[src/hdl/sha256_pkg.sv]
`default_nettype none
package sha256_pkg;

  localparam logic [1:0] FUNC_ABSORB = 2'd0;
  localparam logic [1:0] FUNC_ABSORB_FINISH = 2'd1;
  localparam logic [1:0] FUNC_FINISH = 2'd2;

  // Controller commands to the datapath.
  typedef struct packed {
    logic load_byte;    // write in_byte at fill position
    logic pad_byte;     // write pad byte at fill position (0x80 / 0 / length)
    logic start_comp;   // begin a compression of the block buffer
    logic chain_init;   // restore initial hash, clear counters
    logic out_shift;    // advance digest output word
  } sha_cmd_t;

  typedef struct packed {
    logic       comp_busy;
    logic       comp_done;
    logic [5:0] fill;   // bytes held in buffer
  } sha_stat_t;

  localparam logic [31:0] ROUND_K [64] = '{
    32'h428a2f98, 32'h71374491, 32'hb5c0fbcf, 32'he9b5dba5,
    32'h3956c25b, 32'h59f111f1, 32'h923f82a4, 32'hab1c5ed5,
    32'hd807aa98, 32'h12835b01, 32'h243185be, 32'h550c7dc3,
    32'h72be5d74, 32'h80deb1fe, 32'h9bdc06a7, 32'hc19bf174,
    32'he49b69c1, 32'hefbe4786, 32'h0fc19dc6, 32'h240ca1cc,
    32'h2de92c6f, 32'h4a7484aa, 32'h5cb0a9dc, 32'h76f988da,
    32'h983e5152, 32'ha831c66d, 32'hb00327c8, 32'hbf597fc7,
    32'hc6e00bf3, 32'hd5a79147, 32'h06ca6351, 32'h14292967,
    32'h27b70a85, 32'h2e1b2138, 32'h4d2c6dfc, 32'h53380d13,
    32'h650a7354, 32'h766a0abb, 32'h81c2c92e, 32'h92722c85,
    32'ha2bfe8a1, 32'ha81a664b, 32'hc24b8b70, 32'hc76c51a3,
    32'hd192e819, 32'hd6990624, 32'hf40e3585, 32'h106aa070,
    32'h19a4c116, 32'h1e376c08, 32'h2748774c, 32'h34b0bcb5,
    32'h391c0cb3, 32'h4ed8aa4a, 32'h5b9cca4f, 32'h682e6ff3,
    32'h748f82ee, 32'h78a5636f, 32'h84c87814, 32'h8cc70208,
    32'h90befffa, 32'ha4506ceb, 32'hbef9a3f7, 32'hc67178f2
  };

  localparam logic [31:0] INIT_H [8] = '{
    32'h6a09e667, 32'hbb67ae85, 32'h3c6ef372, 32'ha54ff53a,
    32'h510e527f, 32'h9b05688c, 32'h1f83d9ab, 32'h5be0cd19
  };

  localparam logic [7:0] PAD_MARK = 8'h80;
  localparam logic [5:0] LEN_POS = 6'd56;

  function automatic logic [31:0] ror(input logic [31:0] x, input int n);
    ror = (x >> n) | (x << (32 - n));
  endfunction

endpackage
`default_nettype wire

[src/hdl/sha256_dp.sv]
`default_nettype none
module sha256_dp (
  input  wire logic                 clk,
  input  wire logic                 rst_n,
  input  wire sha256_pkg::sha_cmd_t cmd,
  input  wire logic [7:0]           in_byte,
  output sha256_pkg::sha_stat_t     stat,
  output logic [31:0]               digest_word,
  output logic [2:0]                word_index
);

  // Block buffer held as 16 big-endian words shifted in byte by byte.
  logic [31:0] w_r [16];
  logic [5:0]  fill_r;
  logic [63:0] bits_r;
  logic [31:0] h_r [8];
  logic [31:0] v_r [8];
  logic [6:0]  rnd_r;
  logic        busy_r;
  logic        done_r;
  logic [2:0]  oidx_r;
  logic        pad_first_r;
  logic        lenok_r;
  logic [63:0] len_r;
  logic [7:0]  pad_val;
  logic [63:0] total;
  logic [31:0] s0, s1, w_new, t1, t2, wcur;
  logic [31:0] e, a;

  assign total = bits_r + {55'd0, fill_r, 3'd0};

  // Padding byte chosen from fill position: length bytes from 56 up, but only
  // in the block that carries the length.
  always_comb begin
    pad_val = 8'd0;
    if (lenok_r && fill_r >= sha256_pkg::LEN_POS)
      pad_val = len_r[{~fill_r[2:0], 3'b000} +: 8];
  end

  // Message schedule: w_r is a 16-deep shift line; w[0] is the current word.
  assign wcur  = w_r[0];
  assign s0    = sha256_pkg::ror(w_r[1], 7) ^ sha256_pkg::ror(w_r[1], 18) ^ (w_r[1] >> 3);
  assign s1    = sha256_pkg::ror(w_r[14], 17) ^ sha256_pkg::ror(w_r[14], 19)
               ^ (w_r[14] >> 10);
  assign w_new = w_r[0] + s0 + w_r[9] + s1;

  assign e  = v_r[4];
  assign a  = v_r[0];
  assign t1 = v_r[7] + (sha256_pkg::ror(e, 6) ^ sha256_pkg::ror(e, 11) ^ sha256_pkg::ror(e, 25))
            + ((e & v_r[5]) ^ (~e & v_r[6])) + sha256_pkg::ROUND_K[rnd_r[5:0]] + wcur;
  assign t2 = (sha256_pkg::ror(a, 2) ^ sha256_pkg::ror(a, 13) ^ sha256_pkg::ror(a, 22))
            + ((a & v_r[1]) ^ (a & v_r[2]) ^ (v_r[1] & v_r[2]));

  always_ff @(posedge clk) begin
    if (!rst_n) begin
      busy_r <= 1'b0;
      done_r <= 1'b0;
      fill_r <= '0;
      bits_r <= '0;
      rnd_r  <= '0;
      oidx_r <= '0;
      for (int i = 0; i < 8; i++) h_r[i] <= sha256_pkg::INIT_H[i];
    end else begin
      done_r <= 1'b0;
      if (cmd.load_byte || cmd.pad_byte) begin
        w_r[fill_r[5:2]] <= {w_r[fill_r[5:2]][23:0],
                             cmd.load_byte ? in_byte :
                             (pad_first_r ? sha256_pkg::PAD_MARK : pad_val)};
        fill_r <= fill_r + 6'd1;
        if (cmd.load_byte && fill_r == 6'd63) bits_r <= bits_r + 64'd512;
      end
      if (cmd.start_comp) begin
        busy_r <= 1'b1;
        rnd_r  <= '0;
        for (int i = 0; i < 8; i++) v_r[i] <= h_r[i];
      end else if (busy_r) begin
        for (int i = 0; i < 15; i++) w_r[i] <= w_r[i+1];
        w_r[15] <= w_new;
        v_r[7] <= v_r[6];
        v_r[6] <= v_r[5];
        v_r[5] <= e;
        v_r[4] <= v_r[3] + t1;
        v_r[3] <= v_r[2];
        v_r[2] <= v_r[1];
        v_r[1] <= a;
        v_r[0] <= t1 + t2;
        rnd_r  <= rnd_r + 7'd1;
        if (rnd_r == 7'd63) begin
          busy_r <= 1'b0;
          done_r <= 1'b1;
        end
      end
      if (done_r) begin
        for (int i = 0; i < 8; i++) h_r[i] <= h_r[i] + v_r[i];
      end
      if (cmd.out_shift) oidx_r <= oidx_r + 3'd1;
      if (cmd.chain_init) begin
        for (int i = 0; i < 8; i++) h_r[i] <= sha256_pkg::INIT_H[i];
        fill_r <= '0;
        bits_r <= '0;
        oidx_r <= '0;
      end
    end
  end

  // The first pad byte of a finish is the 0x80 marker; the message length is
  // captured at that byte. A pad byte below the length field marks the block
  // that carries the length.
  always_ff @(posedge clk) begin
    if (!rst_n) begin
      pad_first_r <= 1'b1;
      lenok_r     <= 1'b0;
      len_r       <= '0;
    end else if (cmd.chain_init) begin
      pad_first_r <= 1'b1;
      lenok_r     <= 1'b0;
    end else if (cmd.pad_byte) begin
      pad_first_r <= 1'b0;
      if (pad_first_r) len_r <= total;
      if (fill_r < sha256_pkg::LEN_POS) lenok_r <= 1'b1;
    end
  end

  assign stat.comp_busy = busy_r;
  assign stat.comp_done = done_r;
  assign stat.fill      = fill_r;
  assign digest_word    = h_r[oidx_r];
  assign word_index     = oidx_r;

  ap_round_bound: assert property (@(posedge clk) disable iff (!rst_n)
    busy_r |-> rnd_r < 7'd64) else $error("round counter overrun");
  ap_done_pulse: assert property (@(posedge clk) disable iff (!rst_n)
    done_r |-> !busy_r) else $error("done while busy");
  ap_done_after: assert property (@(posedge clk) disable iff (!rst_n)
    done_r |-> $past(busy_r)) else $error("done without compression");

endmodule
`default_nettype wire

[src/hdl/sha256_ctrl.sv]
`default_nettype none
module sha256_ctrl (
  input  wire logic                  clk,
  input  wire logic                  rst_n,
  input  wire logic                  in_tvalid,
  output logic                       in_tready,
  input  wire logic [1:0]            in_func,
  input  wire sha256_pkg::sha_stat_t stat,
  output sha256_pkg::sha_cmd_t       cmd,
  output logic                       out_tvalid,
  input  wire logic                  out_tready,
  input  wire logic [2:0]            word_index
);

  typedef enum logic [5:0] {
    S_IDLE  = 6'b000001,
    S_ABS   = 6'b000010,
    S_PAD   = 6'b000100,
    S_PCOMP = 6'b001000,
    S_FINAL = 6'b010000,
    S_OUT   = 6'b100000
  } state_t;

  state_t state_r, state_nxt;
  logic   fin_r, fin_nxt;
  logic   accept;
  logic   lenblk_r;

  assign accept = in_tvalid && in_tready;

  always_comb begin
    state_nxt  = state_r;
    fin_nxt    = fin_r;
    cmd        = '0;
    in_tready  = 1'b0;
    out_tvalid = 1'b0;
    unique case (state_r)
      S_IDLE: begin
        in_tready = !stat.comp_busy && !stat.comp_done;
        if (accept) begin
          case (in_func) inside
            sha256_pkg::FUNC_ABSORB, sha256_pkg::FUNC_ABSORB_FINISH: begin
              cmd.load_byte = 1'b1;
              fin_nxt = (in_func == sha256_pkg::FUNC_ABSORB_FINISH);
              if (stat.fill == 6'd63) begin
                cmd.start_comp = 1'b1;
                state_nxt = S_ABS;
              end else if (in_func == sha256_pkg::FUNC_ABSORB_FINISH) begin
                state_nxt = S_PAD;
              end
            end
            sha256_pkg::FUNC_FINISH: state_nxt = S_PAD;
            default: ;
          endcase
        end
      end
      S_ABS: if (stat.comp_done) state_nxt = fin_r ? S_PAD : S_IDLE;
      S_PAD: begin
        if (!stat.comp_busy && !stat.comp_done) begin
          cmd.pad_byte = 1'b1;
          if (stat.fill == 6'd63) begin
            cmd.start_comp = 1'b1;
            state_nxt = S_PCOMP;
          end
        end
      end
      S_PCOMP: if (stat.comp_done) state_nxt = S_FINAL;
      S_FINAL: begin
        // Once the length block is hashed the digest is ready; otherwise the
        // second padding block follows.
        state_nxt = lenblk_r ? S_OUT : S_PAD;
      end
      S_OUT: begin
        out_tvalid = 1'b1;
        if (out_tready) begin
          cmd.out_shift = 1'b1;
          if (word_index == 3'd7) begin
            cmd.chain_init = 1'b1;
            state_nxt = S_IDLE;
          end
        end
      end
      default: state_nxt = S_IDLE;
    endcase
  end

  // lenblk_r is set once a pad byte lands below the length field, which marks
  // the block that carries the length.
  always_ff @(posedge clk) begin
    if (!rst_n) begin
      state_r  <= S_IDLE;
      fin_r    <= 1'b0;
      lenblk_r <= 1'b0;
    end else begin
      state_r <= state_nxt;
      fin_r   <= fin_nxt;
      if (state_r == S_IDLE) lenblk_r <= 1'b0;
      else if (state_r == S_PAD && cmd.pad_byte && stat.fill < sha256_pkg::LEN_POS)
        lenblk_r <= 1'b1;
    end
  end

  ap_out_state: assert property (@(posedge clk) disable iff (!rst_n)
    out_tvalid |-> state_r == S_OUT) else $error("output outside S_OUT");
  ap_no_in_busy: assert property (@(posedge clk) disable iff (!rst_n)
    in_tready |-> !stat.comp_busy) else $error("ready while compressing");
  ap_onehot: assert property (@(posedge clk) disable iff (!rst_n)
    $onehot(state_r)) else $error("state not one-hot");

endmodule
`default_nettype wire

[src/hdl/sha256_hash_engine.sv]
`default_nettype none
// Each accepted byte is loaded into the block buffer; the 64th byte of a block also starts its rounds.
// A finish adds one pad byte per cycle plus the rounds of each padding block (one or two),
// then eight digest items, one per cycle while out_tready is high.
// No byte is taken while the one-round-per-cycle compression unit works on a block.
// Reset (rst_n low, synchronous) restores the initial hash, clears counts and drops out_tvalid.
module sha256_hash_engine (
  input  wire logic        clk,
  input  wire logic        rst_n,
  input  wire logic        in_tvalid,
  output logic             in_tready,
  input  wire logic [7:0]  in_tdata,   // [7:0] data_byte
  input  wire logic [1:0]  in_tuser,   // [1:0] func
  output logic             out_tvalid,
  input  wire logic        out_tready,
  output logic [31:0]      out_tdata,  // [31:0] digest_word
  output logic [2:0]       out_tuser,  // [2:0] word_index
  output logic             out_tlast   // last_word
);

  sha256_pkg::sha_cmd_t  cmd;
  sha256_pkg::sha_stat_t stat;
  logic [2:0]            widx;

  // The controller sequences byte loading, padding and output; the datapath
  // holds the block buffer, schedule, round unit and chaining value.
  sha256_ctrl u_ctrl (
    .clk        (clk),
    .rst_n      (rst_n),
    .in_tvalid  (in_tvalid),
    .in_tready  (in_tready),
    .in_func    (in_tuser),
    .stat       (stat),
    .cmd        (cmd),
    .out_tvalid (out_tvalid),
    .out_tready (out_tready),
    .word_index (widx)
  );

  sha256_dp u_dp (
    .clk         (clk),
    .rst_n       (rst_n),
    .cmd         (cmd),
    .in_byte     (in_tdata),
    .stat        (stat),
    .digest_word (out_tdata),
    .word_index  (widx)
  );

  assign out_tuser = widx;
  assign out_tlast = (widx == 3'd7);

endmodule
`default_nettype wire

[config.mk]
export PLATFORM = sky130hd
export DESIGN_NAME = sha256_hash_engine
export DESIGN_NICKNAME = d
export VERILOG_FILES = /design/src/hdl/sha256_pkg.sv /design/src/hdl/sha256_dp.sv /design/src/hdl/sha256_ctrl.sv /design/src/hdl/sha256_hash_engine.sv
export SDC_FILE = /design/constraint.sdc
export NUM_CORES = 2
export LEC_CHECK = 0
export BUFFER_PORTS_ARGS = -buffer_cell sky130_fd_sc_hd__buf_2
export CAP_MARGIN = 20
export CORE_MARGIN = 3
export CORE_UTILIZATION = 35
export CTS_BUF_LIST = sky130_fd_sc_hd__clkbuf_8 sky130_fd_sc_hd__clkbuf_16
export DETAILED_ROUTE_END_ITERATION = 10
export PLACE_DENSITY = 0.52
export SYNTH_ARGS = -nofsm -noshare
export SYNTH_HDL_FRONTEND = slang
export SYNTH_HIERARCHICAL = 1
export SYNTH_SLANG_ARGS = --single-unit
export TNS_END_PERCENT = 20
[constraint.sdc]
create_clock -name clk -period 12.4 [get_ports clk]
set_input_delay 3.72 -clock clk [delete_from_list [all_inputs] [get_ports clk]]
set_output_delay 3.72 -clock clk [all_outputs]
set_load 0.05 [all_outputs]
==> results.ini <==
[status]
status = completed

[place]
gp_congestion = 0.927
dp_hpwl_um = 189000
port_buffers = 51
place_ws_ps = 2360

[sta]
finalMaxSlewViolations = 0
min_period_ps = 10080
hold_ws_ps = 461
fmax_mhz = 99.2
slew_headroom_pct = 28.1
finalCritPeriodShare_pct = 81.3
fin_ws_ps = 2320
tns_ps = 0
rsz0062_at_grt = no
fin_skew_ps = 63.3
finalHoldViolCount = 0
setup_violations = 0
worstMarginPinSlew_ps = 1080

[global_route]
grt_overflow = 0
grt_use_total_pct = 22.6
grt_start_max_net_pins = 221
antenna_found_initial = 9
grt_pass1_vias = 58900
grt_pass1_wl_um = 391000

[critical_path]
cp.arrival_ps = 10600
r2r_start = u_dp/rnd_r[3]
r2r_slack_ps = 2320
cp_slowest_cell = dfxtp_2
rr_worst_depth = 38
end_kind = flop
slowest_delay_ps = 730
path_common_cell = a21o_1
worst-setup-path-type = flop to flop
cp-start-kind = flop
cp_max_fo = 34
rr_endpoint = u_dp/v_r[0][28]
crit_required_ps = 12910

[synth]
synth_cell_types = 106
synth-simple-area-share_pct = 12.1
synth_seq_cells = 1175
syn_area_um2 = 78400
synth-main-ff-cell = edfxtp_1
synth.mux.area_fraction_pct = 7.56
synth_top_area_share_pct = 34.3
synth_xor_area_share_pct = 6.89
postSynth.asyncResetShare_pct = 0
syn_area_per_cell_um2 = 10.2
yosys_warnings = 6
synth_edf_count = 896
netlist_instances = 7673
synth_compound_area_share_pct = 16.8
seq_area_frac_synth_pct = 41.4
synth_top_family_by_area = compound AO/OA/AOI/OAI gates
synth_fa_ha_area_share_pct = 11.4
synth_area_leaders = edfxtp_1 34%, dfxtp_1 7.1%, a21o_1 6.4%
synth_top_area_cell = edfxtp_1
syn-num-nets = 8279

[floorplanning]
rows = 173
start_util_pct = 35.2
die_w_um = 479
die_h_um = 479
ios = 52
die-area_um2 = 230000
core_um2 = 223000

[cts]
clkSinkCount = 1175
htreeDepth = 4
path_clk_slew_ps = 60
insertion_delay_ps = 820
post-cts-setup-buffer-count = 0
cts_tree = yes
cts_buffers = 144
cts_root_buf = clkbuf_16
post_cts_resized = 0
postCtsHoldBufs = 0
clock_path_buffers = 3

[routing]
ant_nets = 0
vias_per_cell = 5.56
first_pass_iters = 6
routed_wirelength_um = 265000
via_count = 59100
drc = 0
avgRoutedWirePerCell_um = 24.9
first_iter_violations = 4937

[hold_path]
hold_end = u_dp/len_r[56]
min-delay-start = u_dp/len_r[56]
whs_path_depth = 2
hold_class = flop to flop

[finish]
drive_gt1_share_pct = 9.40
nNetsFinal = 8138
syn2layout_area_growth_pct = 10.6

[flow_run]
maxCapViolations = 0

[power_and_ir_drop]
ir_worst_vdd_v = 0.000103
p_total_mw = 10.8
power_density_nw_per_um2 = 124
p_leak_nw = 34.9

## worst max path at each step
stage                        from               end  slack (ps)  depth (start not counted)
floorplan             in_tuser[1]       u_dp/busy_r        1630                          5
global placement    u_dp/rnd_r[2]  u_dp/v_r[0][159]        2080                         33
detailed placement  u_dp/rnd_r[3]   u_dp/v_r[0][28]        2360                         38
CTS                 u_dp/rnd_r[3]   u_dp/v_r[0][28]        2310                         38
global route        u_dp/rnd_r[3]   u_dp/v_r[0][28]        1790                         38
finish              u_dp/rnd_r[3]   u_dp/v_r[0][28]        2320                         38
## registers in the layout, indices dropped and copies added, names as in the netlist, named ones only
register          cells
u_ctrl/fin_r          1
u_dp/word_index       3
u_dp/fill_r           6
u_dp/len_r           61
u_dp/pad_first_r      1
u_dp/busy_r           1
u_dp/done_r           1
u_dp/bits_r          55
u_dp/w_r            512
u_dp/h_r            256
u_dp/rnd_r            7
u_dp/v_r            256
u_dp/lenok_r          1
u_ctrl/state_r        6
u_ctrl/lenblk_r       1
## per-stage QoR
stage / cell area (µm²) / instances / utilization [%]
2_1_floorplan: 78400 / 7673 / -
3_3_place_gp: 81900 / 10400 / 36.8
3_5_place_dp: 81900 / 10400 / 36.8
4_1_cts: 86700 / 10600 / 39.0
5_1_grt: 86700 / 10600 / 39.0
6_report: 86700 / 10600 / 39.0
## logic make-up (layout without fill, tap and decap cells)
group | count (synthesis) | after routing
buffers and inverters | 788 | 766
xor gates and xnor gates | 617 | 617
other | 0 | 5
adders and majority gates | 596 | 596
AOI/OAI and AO/OA | 1989 | 1989
muxes | 331 | 331
and+or+nand+nor | 2177 | 2177
DFF | 1175 | 1175
## Yosys cell counts (all sizes together) (203+ instances only)
library cell and n:
edfxtp 896, a21oi 379, mux4 203, xnor2 412
o21ai 425, ha 397, clkbuf 388, inv 335
xor2 205, nor2 435, nand2 1190, dfxtp 279
a21o 672
## layout by cell type (no fill, tap or decap), types with 14 or more instances in the layout
cell type and count:
nand2_1 1189, edfxtp_1 896, a21o_1 672, nor2_1 429
xnor2_1 412, ha_1 397, a21oi_1 378, inv_1 364
o21ai_0 338, dfxtp_1 268, xor2_1 205, mux4_2 203
fa_1 195, clkbuf_16 146, buf_4 104, nor3_1 89
nand3_1 78, mux2i_1 69, o21ai_1 69, a21boi_0 68
o21a_1 67, nand2b_1 66, and3_1 60, mux2_2 59
nor2b_1 54, o21bai_1 52, buf_2 51, a211oi_1 45
and2_1 43, or3_1 43, a31oi_1 42, nand4_1 35
o211ai_1 30, o31ai_1 30, clkinv_1 25, clkinv_2 23
o21ai_4 16, clkbuf_8 14, or2_2 14
## per-layer routing
metal,vias to the layer above,GRT usage [%],share of wire (%)
li1,27200,-,-
met1,29900,31.1,45
met2,1696,37.2,47
met3,337,2.86,5.4
met4,0,6.54,2.8
met5,-,0,0
## layout make-up
| class | count | area (µm²) |
|---|---|---|
| Fill cell | 22000 | 136000 |
| Multi-Input combinational cell | 5710 | 43200 |
| Sequential cell | 1175 | 32500 |
| Clock buffer | 160 | 3850 |
| Tap cell | 2975 | 3720 |
| Inverter | 338 | 1270 |
| Timing Repair Buffer | 163 | 1180 |
| Clock inverter | 105 | 1010 |
| Antenna cell | 5 | 12.5 |
## where the power goes
part | internal, mW | switching, mW | leakage, nW
Sequential | 4.30 | 0.0747 | 10.4
Clock | 2.50 | 1.82 | 2.51
Combinational | 0.860 | 1.24 | 22.0
## worst max-delay path, delay by kind of cell, from the launching register on
kind,cells,cell delay (ps)
AOI/OAI and AO/OA,18,3440
adders and majority gates,7,2820
buffers and inverters,7,1440
DFF,1,730
and+or+nand+nor,4,720
xor gates and xnor gates,2,600
No activity file was read; power rests on OpenSTA's default activity.
